===== config.mk =====
export PLATFORM = sky130hd
export DESIGN_NAME = fifo_page_replacement_top
export DESIGN_NICKNAME = d
export VERILOG_FILES = /design/src/hdl/fpr_pkg.sv /design/src/hdl/fpr_ctrl.sv /design/src/hdl/fpr_dp.sv /design/src/hdl/fifo_page_replacement_top.sv
export VERILOG_INCLUDE_DIRS = /design/src /design/src/hdl
export SDC_FILE = /design/constraint.sdc
export NUM_CORES = 1
export LEC_CHECK = 0
export BUFFER_PORTS_ARGS = -buffer_cell sky130_fd_sc_hd__buf_2
export CAP_MARGIN = 20
export CORE_UTILIZATION = 54
export CTS_BUF_LIST = sky130_fd_sc_hd__clkbuf_4 sky130_fd_sc_hd__clkbuf_8 sky130_fd_sc_hd__clkbuf_16
export CTS_CLUSTER_DIAMETER = 80
export CTS_CLUSTER_SIZE = 12
export DETAILED_ROUTE_END_ITERATION = 16
export PLACE_DENSITY_LB_ADDON = 0.1
export SYNTH_ARGS = -nofsm -noshare
export SYNTH_HDL_FRONTEND = slang
export SYNTH_SLANG_ARGS = --single-unit

===== constraint.sdc =====
create_clock -name clk -period 4.7 [get_ports clk]
set_input_delay 0.705 -clock clk [delete_from_list [all_inputs] [get_ports clk]]
set_output_delay 0.705 -clock clk [all_outputs]
set_load 0.01 [all_outputs]

===== src/hdl/fifo_page_replacement_top_defines.svh =====
// Assertion macros for the block's top-level RTL.
`ifndef FIFO_PAGE_REPLACEMENT_TOP_DEFINES_SVH
`define FIFO_PAGE_REPLACEMENT_TOP_DEFINES_SVH

// Check cons in the same cycle as ante.
`define FPR_ASSERT_SAME(label, ante, cons, msg) \
  label: assert property (@(posedge clk) disable iff (!rst_n) (ante) |-> (cons)) \
    else $error(msg);

// Check cons in the cycle after ante.
`define FPR_ASSERT_NEXT(label, ante, cons, msg) \
  label: assert property (@(posedge clk) disable iff (!rst_n) (ante) |=> (cons)) \
    else $error(msg);

`endif


===== src/hdl/fpr_pkg.sv =====
`default_nettype none

package fpr_pkg;

  // Width of the page number port and of the reported frame index.
  localparam int unsigned PAGE_W  = 16;
  localparam int unsigned FIDX_W  = 3;
  localparam int unsigned CFG_W   = 4;
  localparam int unsigned TOTAL_W = 32;

  // Commands from the controller to the datapath.
  typedef struct packed {
    logic capture;  // latch the page and register the frame compare
    logic commit;   // resolve hit or fault, update frames and counters
  } fpr_cmd_t;

endpackage

`default_nettype wire


===== src/hdl/fpr_ctrl.sv =====
`default_nettype none

module fpr_ctrl (
  input  wire logic            clk,
  input  wire logic            rst_n,
  input  wire logic            start,
  output logic                 busy,
  output fpr_pkg::fpr_cmd_t    cmd
);

  localparam logic ST_IDLE = 1'b0;
  localparam logic ST_UPD  = 1'b1;

  logic state_r;
  logic state_nxt;

  always_comb begin
    state_nxt = state_r;
    case (state_r)
      ST_IDLE: begin
        if (start) begin
          state_nxt = ST_UPD;
        end
      end
      ST_UPD: begin
        state_nxt = ST_IDLE;
      end
      default: begin
        state_nxt = ST_IDLE;
      end
    endcase
  end

  always_ff @(posedge clk) begin
    if (!rst_n) begin
      state_r <= ST_IDLE;
    end else begin
      state_r <= state_nxt;
    end
  end

  assign busy        = (state_r != ST_IDLE);
  assign cmd.capture = start && (state_r == ST_IDLE);
  assign cmd.commit  = (state_r == ST_UPD);

endmodule

`default_nettype wire


===== src/hdl/fpr_dp.sv =====
`default_nettype none

module fpr_dp #(
  parameter int unsigned FRAMES    = 8,
  parameter int unsigned PAGE_BITS = 16
) (
  input  wire logic                          clk,
  input  wire logic                          rst_n,
  input  wire fpr_pkg::fpr_cmd_t             cmd,
  input  wire logic [fpr_pkg::PAGE_W-1:0]    in_page_number,
  input  wire logic                          cfg_we,
  input  wire logic [fpr_pkg::CFG_W-1:0]     cfg_frames_in_use,
  output logic                               out_valid,
  output logic                               out_hit,
  output logic [fpr_pkg::FIDX_W-1:0]         out_frame_index,
  output logic [fpr_pkg::TOTAL_W-1:0]        out_hit_total,
  output logic [fpr_pkg::TOTAL_W-1:0]        out_fault_total
);

  localparam int unsigned PW    = (PAGE_BITS < fpr_pkg::PAGE_W) ? PAGE_BITS : fpr_pkg::PAGE_W;
  localparam int unsigned IDX_W = (FRAMES > 1) ? $clog2(FRAMES) : 1;
  localparam int unsigned CNT_W = $clog2(FRAMES + 1);
  localparam int unsigned CMP_W = (CNT_W > fpr_pkg::CFG_W) ? CNT_W : fpr_pkg::CFG_W;
  localparam logic [fpr_pkg::TOTAL_W-1:0] TOTAL_MAX = '1;

  logic [CMP_W-1:0]           cfg_r;
  logic [PW-1:0]              frame_r [FRAMES];
  logic [FRAMES-1:0]          valid_r;
  logic [IDX_W-1:0]           vp_r;
  logic [fpr_pkg::TOTAL_W-1:0] hit_cnt_r;
  logic [fpr_pkg::TOTAL_W-1:0] fault_cnt_r;
  logic [FRAMES-1:0]          match_r;
  logic [PW-1:0]              page_r;

  logic                       out_valid_r;
  logic                       out_hit_r;
  logic [fpr_pkg::FIDX_W-1:0] out_fidx_r;

  logic [CNT_W-1:0]           active;
  logic [PW-1:0]              page_in;
  logic [FRAMES-1:0]          match_nxt;
  logic                       found;
  logic [IDX_W-1:0]           hit_slot;
  logic [IDX_W-1:0]           victim;
  logic [CNT_W:0]             victim_inc;
  logic [IDX_W-1:0]           vp_nxt;
  logic [IDX_W-1:0]           slot;
  logic [IDX_W+fpr_pkg::FIDX_W-1:0] slot_wide;

  // Clamp the frame count into 1..FRAMES.
  always_comb begin
    if (cfg_r == '0) begin
      active = CNT_W'(1);
    end else if (cfg_r > CMP_W'(FRAMES)) begin
      active = CNT_W'(FRAMES);
    end else begin
      active = cfg_r[CNT_W-1:0];
    end
  end

  assign page_in = in_page_number[PW-1:0];

  always_comb begin
    for (int i = 0; i < FRAMES; i++) begin
      match_nxt[i] = valid_r[i] && (frame_r[i] == page_in) && (CNT_W'(i) < active);
    end
  end

  // Lowest matching frame wins.
  always_comb begin
    found    = |match_r;
    hit_slot = '0;
    for (int i = FRAMES - 1; i >= 0; i--) begin
      if (match_r[i]) begin
        hit_slot = IDX_W'(i);
      end
    end
  end

  always_comb begin
    if ({1'b0, vp_r} >= (IDX_W + 1)'(active)) begin
      victim = '0;
    end else begin
      victim = vp_r;
    end
    victim_inc = (CNT_W + 1)'(victim) + (CNT_W + 1)'(1);
    if (victim_inc >= {1'b0, active}) begin
      vp_nxt = '0;
    end else begin
      vp_nxt = victim_inc[IDX_W-1:0];
    end
    slot      = found ? hit_slot : victim;
    slot_wide = {{fpr_pkg::FIDX_W{1'b0}}, slot};
  end

  always_ff @(posedge clk) begin
    if (!rst_n) begin
      cfg_r       <= CMP_W'(FRAMES);
      valid_r     <= '0;
      vp_r        <= '0;
      hit_cnt_r   <= '0;
      fault_cnt_r <= '0;
      out_valid_r <= 1'b0;
    end else begin
      if (cfg_we) begin
        cfg_r <= CMP_W'(cfg_frames_in_use);
      end
      out_valid_r <= cmd.commit;
      if (cmd.commit) begin
        if (found) begin
          if (hit_cnt_r != TOTAL_MAX) begin
            hit_cnt_r <= hit_cnt_r + fpr_pkg::TOTAL_W'(1);
          end
        end else begin
          valid_r[victim] <= 1'b1;
          vp_r            <= vp_nxt;
          if (fault_cnt_r != TOTAL_MAX) begin
            fault_cnt_r <= fault_cnt_r + fpr_pkg::TOTAL_W'(1);
          end
        end
      end
    end
  end

  // Payload: no reset needed.
  always_ff @(posedge clk) begin
    if (cmd.capture) begin
      page_r  <= page_in;
      match_r <= match_nxt;
    end
    if (cmd.commit) begin
      if (!found) begin
        frame_r[victim] <= page_r;
      end
      out_hit_r  <= found;
      out_fidx_r <= slot_wide[fpr_pkg::FIDX_W-1:0];
    end
  end

  assign out_valid       = out_valid_r;
  assign out_hit         = out_hit_r;
  assign out_frame_index = out_fidx_r;
  assign out_hit_total   = hit_cnt_r;
  assign out_fault_total = fault_cnt_r;

endmodule

`default_nettype wire


===== src/hdl/fifo_page_replacement_top.sv =====
`default_nettype none

// FIFO page replacement unit. Pulse start with a page number while busy is
// low; the reference is taken on that edge. After the commit cycle
// out_valid rises for exactly one cycle with hit, the frame that holds the
// page, and the saturating hit and fault totals that include this
// reference; the result is taken at the edge that ends that cycle. The
// receiver cannot stall: sample the result in the cycle out_valid is high.
// A reference is a compare against the frames in use, then a commit of the
// hit or the FIFO replacement; a new start is taken only while busy is low,
// and busy is high during the commit cycle only. Write cfg_frames_in_use
// with cfg_we only while no reference is in flight; 0 acts as 1 and values
// above FRAMES act as FRAMES. Only the low PAGE_BITS bits of a page take
// part.

`include "fifo_page_replacement_top_defines.svh"

module fifo_page_replacement_top #(
  parameter int unsigned FRAMES    = 8,
  parameter int unsigned PAGE_BITS = 16
) (
  input  wire logic                          clk,
  input  wire logic                          rst_n,
  // input item
  input  wire logic                          start,
  output logic                               busy,
  input  wire logic [fpr_pkg::PAGE_W-1:0]    in_page_number,
  // frame count register
  input  wire logic                          cfg_we,
  input  wire logic [fpr_pkg::CFG_W-1:0]     cfg_frames_in_use,
  // result item
  output logic                               out_valid,
  output logic                               out_hit,
  output logic [fpr_pkg::FIDX_W-1:0]         out_frame_index,
  output logic [fpr_pkg::TOTAL_W-1:0]        out_hit_total,
  output logic [fpr_pkg::TOTAL_W-1:0]        out_fault_total
);

  fpr_pkg::fpr_cmd_t cmd;

  // Sequence each reference: capture/compare, then commit.
  fpr_ctrl u_ctrl (
    .clk   (clk),
    .rst_n (rst_n),
    .start (start),
    .busy  (busy),
    .cmd   (cmd)
  );

  // Hold frames, valid bits, victim pointer, counters and result registers.
  fpr_dp #(
    .FRAMES    (FRAMES),
    .PAGE_BITS (PAGE_BITS)
  ) u_dp (
    .clk               (clk),
    .rst_n             (rst_n),
    .cmd               (cmd),
    .in_page_number    (in_page_number),
    .cfg_we            (cfg_we),
    .cfg_frames_in_use (cfg_frames_in_use),
    .out_valid         (out_valid),
    .out_hit           (out_hit),
    .out_frame_index   (out_frame_index),
    .out_hit_total     (out_hit_total),
    .out_fault_total   (out_fault_total)
  );

  // An accepted item drives the commit cycle next.
  `FPR_ASSERT_NEXT(a_accept_busy, start && !busy, busy && !out_valid, "accept without commit")
  // The result strobe follows the commit cycle, with the block free again.
  `FPR_ASSERT_SAME(a_result_idle, out_valid, !busy && $past(busy), "result without commit")
  // Results never come back to back.
  `FPR_ASSERT_NEXT(a_result_pulse, out_valid, !out_valid, "result strobe held")

endmodule

`default_nettype wire

Yosys cells after proc, flatten, opt, wreduce, memory -nomap -nowiden
Memories as Yosys holds them, arrays and structs flattened.
Cells that the tools add are included.
{ "classes": {"addsub": 3, "magnitude_cmp": 13, "n_eq_ne": 10, "mux": 20, "bitwise": 3, "n_reduce_logical": 23} }
{ "ops": {"columns": ["operator", "n"], "rows": [
  ["$eq 16x16->1", 8],
  ["$add 32x1->32 const B", 2],
  ["$ne 32x32->1 const B", 2],
  ["$mux 3", 11],
  ["$logic_and 1x1->1", 18],
  ["$lt 3x4->1 const A", 4],
  ["$lt 1x4->1 const A", 2],
  ["$lt 2x4->1 const A", 2],
  ["$mux 4", 2],
  ["$or 8x8->8", 1],
  ["$reduce_or 8->1", 1],
  ["$reduce_and 3->1", 2],
  ["$ge 5x4->1", 1],
  ["$mux 1", 5],
  ["$add 3x1->4 const B", 1],
  ["$ge 3x4->1", 1],
  ["$gt 4x4->1 const B", 1],
  ["$logic_not 4->1", 1],
  ["$lt 3x4->1 const B", 1],
  ["$demux 1 s3", 1],
  ["$ge 3x1->1 const B", 1],
  ["$not 1->1", 2],
  ["$pmux 1 s2", 1],
  ["$reduce_and 2->1", 1]
]} }
{ "word_totals": {"regBits": 109, "ram_bits": 128, "input_bits": 24, "elab_cells": 84, "memories": 1} }
{ "memory_table": {"columns": ["memory", "words", "width", "read_ports", "rd_clocked_by_memory_dff", "wr", "line", "rtl"], "rows": [
  ["u_dp.frame_r", 8, 16, 8, 0, 1, "fpr_dp.sv:27", "logic [PW-1:0] frame_r [FRAMES];"]
]} }

Logic depth before layout (Yosys ltp)
{ "depth": {"depth_word": 10, "depth_mapped": 17, "ltp_nobuf": 16} }

By module
Synthesis repeated with hierarchy kept, for this count alone.
{ "hier_totals": {"hier_cells": 855, "hier_area_um2": 10525.1} }
{ "modules_own_cells": {"columns": ["module", "n_inst", "cells_per_inst", "area_per_inst_um2"], "rows": [
  ["fpr_dp", 1, 851, 10482.6],
  ["fpr_ctrl", 1, 4, 42.5]
]} }

Worst setup path after synthesis
OpenSTA, ideal clock, no wires.
{ "synth_path": {"kind": "flip-flop to flip-flop", "from": "register u_dp.cfg_r[2]", "to": "memory u_dp.frame_r[7][0] in the netlist's numbering (enable)", "arrival_ns": 4.346, "t_required_ns": 4.217, "path_slack_ns": -0.129, "stages_incl_launch_ff": 9, "path_buffers": 1, "path_cell_list": "dfxtp_1 > clkbuf_1 > nor2_1 > nor2_1 > nor2_1 > ha_1 > nand2b_1 > a2111o_1 > a2111oi_0"} }
{ "synth_via": {"elab_chain_cells": 5, "elab_cells_between_ends": 6, "cone_classes": "order compare (2); mux (3); reduce/logical (1)"} }
{ "synth_lines": {"columns": ["element", "line", "rtl"], "rows": [
  ["start: declaration", "fpr_dp.sv:26", "logic [CMP_W-1:0] cfg_r;"],
  ["start signal: assignment", "fpr_dp.sv:98", "cfg_r <= CMP_W'(FRAMES);"],
  ["start signal: assignment", "fpr_dp.sv:106", "cfg_r <= CMP_W'(cfg_frames_in_use);"],
  ["$gt 4x4->1", "fpr_dp.sv:54", "end else if (cfg_r > CMP_W'(FRAMES)) begin"],
  ["$mux 4", "fpr_dp.sv:54", null],
  ["$mux 4 *", "fpr_dp.sv:52", "if (cfg_r == '0) begin"],
  ["$ge 3x4->1 *", "fpr_dp.sv:81", "if ({1'b0, vp_r} >= (IDX_W + 1)'(active)) begin"],
  ["$mux 3 *", "fpr_dp.sv:81", null],
  ["end: declaration", "fpr_dp.sv:27", null]
]} }
Every way passes the cells marked *; elsewhere a longest branch is shown, timed or not.

Worst setup path in the final report
{ "layout_path": {"from": "register u_dp.cfg_r[3]", "to": "register u_dp.vp_r[0]"} }
{ "layout_via": {"elab_chain_cells": 8, "elab_cells_between_ends": 9, "cone_classes": "add/sub (1); order compare (3); mux (4); reduce/logical (1)"} }
{ "layout_lines": {"columns": ["element", "line", "rtl"], "rows": [
  ["$gt 4x4->1", "fpr_dp.sv:54", null],
  ["$mux 4", "fpr_dp.sv:54", null],
  ["$mux 4 *", "fpr_dp.sv:52", null],
  ["$ge 3x4->1", "fpr_dp.sv:81", null],
  ["$mux 3", "fpr_dp.sv:81", null],
  ["$add 3x1->4", "fpr_dp.sv:86", "victim_inc = (CNT_W + 1)'(victim) + (CNT_W + 1)'(1);"],
  ["$ge 5x4->1", "fpr_dp.sv:87", "if (victim_inc >= {1'b0, active}) begin"],
  ["$mux 3 *", "fpr_dp.sv:87", null],
  ["end signal: assignment", "fpr_dp.sv:116", "vp_r <= vp_nxt;"],
  ["end: declaration", "fpr_dp.sv:29", "logic [IDX_W-1:0] vp_r;"]
]} }
Marks and branches as above.
A chain may end at the register's enable or synchronous reset.

==> impl_results.md <==
- Router iterations before antenna repair: 6
- Commonest non-fill, non-tap cell in the layout: edfxtp_1
- Worst Hold End: u_dp.cfg_r[0]
- Worst setup path class: register to register
- Critical-path cell list: inv_1 > nand2_1 > ha_1 > a21oi_1 > o21ai_0 > inv_1 > ha_1 > ha_1 > a21oi_1 > o21ai_0 > or3_1 > a21oi_1
- IO Port Bufs: slightly above 90
- Post-CTS setup buffer count: 0
- Initial antenna violation count: 1
- Fmax: roughly 0.28 GHz
- CP delay by family, top: compound AO/OA/AOI/OAI gates
- Distinct cells, synth: 54
- R2R depth: 12
- Final nets: ~980
- Max-cap viol count: 0
- Post-Syn Area: 0.01034 sq mm
- Worst vdd ir: between 0.3 and 0.4 mV
- Synthesis warning total: 0
- Switch share: around a fifth
- Clk slew on worst S/H paths: 0.06 ns
- Vias in the first global route: ~6600
- DRC violations left: 0
- R2r startpoint: u_dp.cfg_r[3]
- Drt total wl: ~24000 microns
- Commonest non-fill, non-tap cells in the layout: edfxtp_1 (156), buf_2 (93), dfxtp_1 (81)
- Clock network power share: a little over two fifths
- Starting DRT DRC Count: 323
- Min cycle time layout: 3.615 ns
- Area Overhead vs Synth: 13.65%
- Final ANT Viol Nets: 0
- Die span in y: 140.4 microns
- RSZ-0062 raised after global routing: no
- Final hold violation count: 0
- Critical Path RT: 5.14 ns
- EDFF count, synth: approximately 160
- Type of the tightest min-delay check: input pin to register
- Routed len/inst: approximately 20 microns
- Max Slew Vio Count: 0
- Post-route cell area: ~0.012 sq mm
- Setup Skew: roughly 0.014 ns
- Reg-to-reg endpoint: u_dp.vp_r[0]
- Pint: 3283 uW
- CTS resizes: 0
- Global route overflow: 0
- Post-DP Area: 0.01105 sq mm
- Clk_lat worst skew: around 0.52 ns
- Post-Syn Area per Cell: 12.08 sq um
- Post-CTS Hold Fix Bufs: 0
- Hold Crit Depth: 3
- Chip width: 140.4 microns
- Standard-cell row count: 50
- Final period util: 76.92%
- CP startpoint kind: register
- Worst Hold Launch: cfg_frames_in_use[0]
- Worst-Margin Slew: 0.9865 ns
- CP Capture Type: register
- Layout Utilization: 62.81%
- Total CTS buffers: 23
- Share of layout cells above drive strength 1: between 10% and 20%
- Clk Tree Root Cell: clkbuf_16
- Initial Utilization: 55.26%
- Reg2reg setup slack: between 1 and 1.5 ns
- Core box area: roughly 0.019 sq mm
- Post-synth ARST share: 0%
- Reg power frac: between 50% and 60%
- H-tree depth reported by CTS: 1
- I/O pins: 94
- Vias post-DR: just over 7000
- CTS tree: done
- Sequential share of the synthesized area: about three fifths
- Avg Vias per Cell: 5.895
- Status: finished clean
- Hpwl dp: between 15000 and 20000 microns
- Slowest-stage cell, CP: o21ai_0
- Post-synthesis net count: between 800 and 900
- Lkg Pwr: just under 0.004 uW
- Setup_tns: 0 ns
- Critical Path Max Stage Delay: around 0.64 ns
- Largest net degree at the start of global routing: 33
- Total GRT Usage: between 20% and 30%
- Final Setup Violations: 0
- Switch Pwr: 879.2 uW
- Clock Sinks: 237
- Bufs and invs on worst path: 2
- Comb power frac: 3.7%
- Global-route wire length before repair: ~37000 microns
- CTS max path bufs: 3
- Die area: about 0.020 sq mm
- WP data arrival: around 4.1 ns
- Final Wtd Congestion: around 0.85
- Power Density: around 350 mW/mm^2
- Rel. slew slack: 34.23%
- Number of synthesized register bits: approximately 240
- Gate Count Post-Synth: 856
- Final total power: roughly 4200 uW
- Max FO, Critical Path: 11
- Synth Flop Type: edfxtp_1
-- cell usage after synthesis, drive strengths merged, types with 11 or more instances --
| cell | count | area [sq um] |
|---|---|---|
| edfxtp | 156 | 4684 |
| dfxtp | 81 | 1622 |
| xnor2 | 70 | 613.1 |
| xor2 | 69 | 604.3 |
| a21oi | 53 | 265.3 |
| nand2 | 48 | 180.2 |
| o21ai | 39 | 195.2 |
| nand4 | 35 | 234.0 |
| or3 | 33 | 206.5 |
| nand3 | 32 | 160.2 |
| nor4 | 32 | 242.7 |
| nor2 | 31 | 116.4 |
| clkbuf | 30 | 112.6 |
| inv | 19 | 71.31 |
| or4 | 12 | 90.09 |
| o31ai | 11 | 96.34 |
-- worst register-to-register path: cells and delay by family (launching register included) --
family / cells / cell delay [ns]
simple gates: 2 / 0.47
compound gates: 5 / 1.13
flops: 1 / 0.42
buf+inv: 2 / 0.52
fa+ha+maj: 3 / 1.00
-- stage by stage --
| step | cells | hold WS [ns] | setup WS, ns |
|---|---|---|---|
| 2_1_floorplan | 856 | 0.4344 | 0.6804 |
| 3_3_place_gp | 1156 | 0.4469 | 1.223 |
| 3_5_place_dp | 1156 | 0.4483 | 1.128 |
| 4_1_cts | 1195 | 0.4389 | 1.128 |
| 5_1_grt | 1195 | 0.4725 | 0.8006 |
| 6_report | 1196 | 0.4532 | 1.085 |
-- routing by layer --
metal	up-vias	wire [microns]	part of all wire [%]	track usage, %
met5	-	0	0	0
met4	0	852	3.6	9.023
met3	48	1269	5.3	3.316
met2	218	11350	47	41.03
met1	3402	10440	44	33.30
li1	3382	-	-	-
-- worst max path at each step --
stage	from	end	slack, ns	cells after the start
after global routing	u_dp.cfg_r[2]	u_dp.vp_r[1]	0.80	16
after CTS	u_dp.cfg_r[3]	u_dp.vp_r[0]	1.13	12
after floorplan	u_dp.cfg_r[2]	u_dp.frame_r[7][0]	0.68	8
after detailed placement	u_dp.cfg_r[2]	u_dp.vp_r[0]	1.13	14
after global placement	u_dp.cfg_r[2]	u_dp.vp_r[0]	1.22	14
final	u_dp.cfg_r[3]	u_dp.vp_r[0]	1.08	12
-- power by group through the flow --
| stage | clock, uW | combinational, uW | sequential (uW) |
|---|---|---|---|
| 2_1_floorplan | 0 | 108 | 2300 |
| 3_3_place_gp | 0 | 154 | 2310 |
| 3_5_place_dp | 0 | 156 | 2320 |
| 4_1_cts | 1770 | 157 | 2270 |
| 5_1_grt | 1840 | 169 | 2270 |
| 6_report | 1740 | 154 | 2270 |
-- cell type report --
type                    count  area [sq um]
repair buffers            102         533.0
inverters                  19         71.32
clock buffers              37         680.7
diodes                      1         2.502
well taps                 234         292.8
clock inverters             2         13.76
flip-flops and latches    237          6306
multi-input cells         564          3849
fillers                  1477          6957
-- registers in the layout, indices dropped and copies added (netlist names), 4 cells and up --
| register | flops |
|---|---|
| u_dp.valid_r | 8 |
| u_dp.out_hit_total | 32 |
| u_dp.cfg_r | 4 |
| u_dp.out_fault_total | 32 |
| u_dp.frame_r | 128 |
| u_dp.match_r | 8 |
| u_dp.page_r | 16 |
-- cell families after synthesis --
kind of cell,after synthesis,synth area share [%]
AO/OA/AOI/OAI,140,8.291
XOR/XNOR,139,11.78
adder cells (fa/ha/maj),10,1.210
buffers and inverters,55,2.094
flip-flops,237,61.00
multiplexers,10,0.9683
AND/OR/NAND/NOR,265,14.66
No activity file was read; power rests on OpenSTA's default activity.
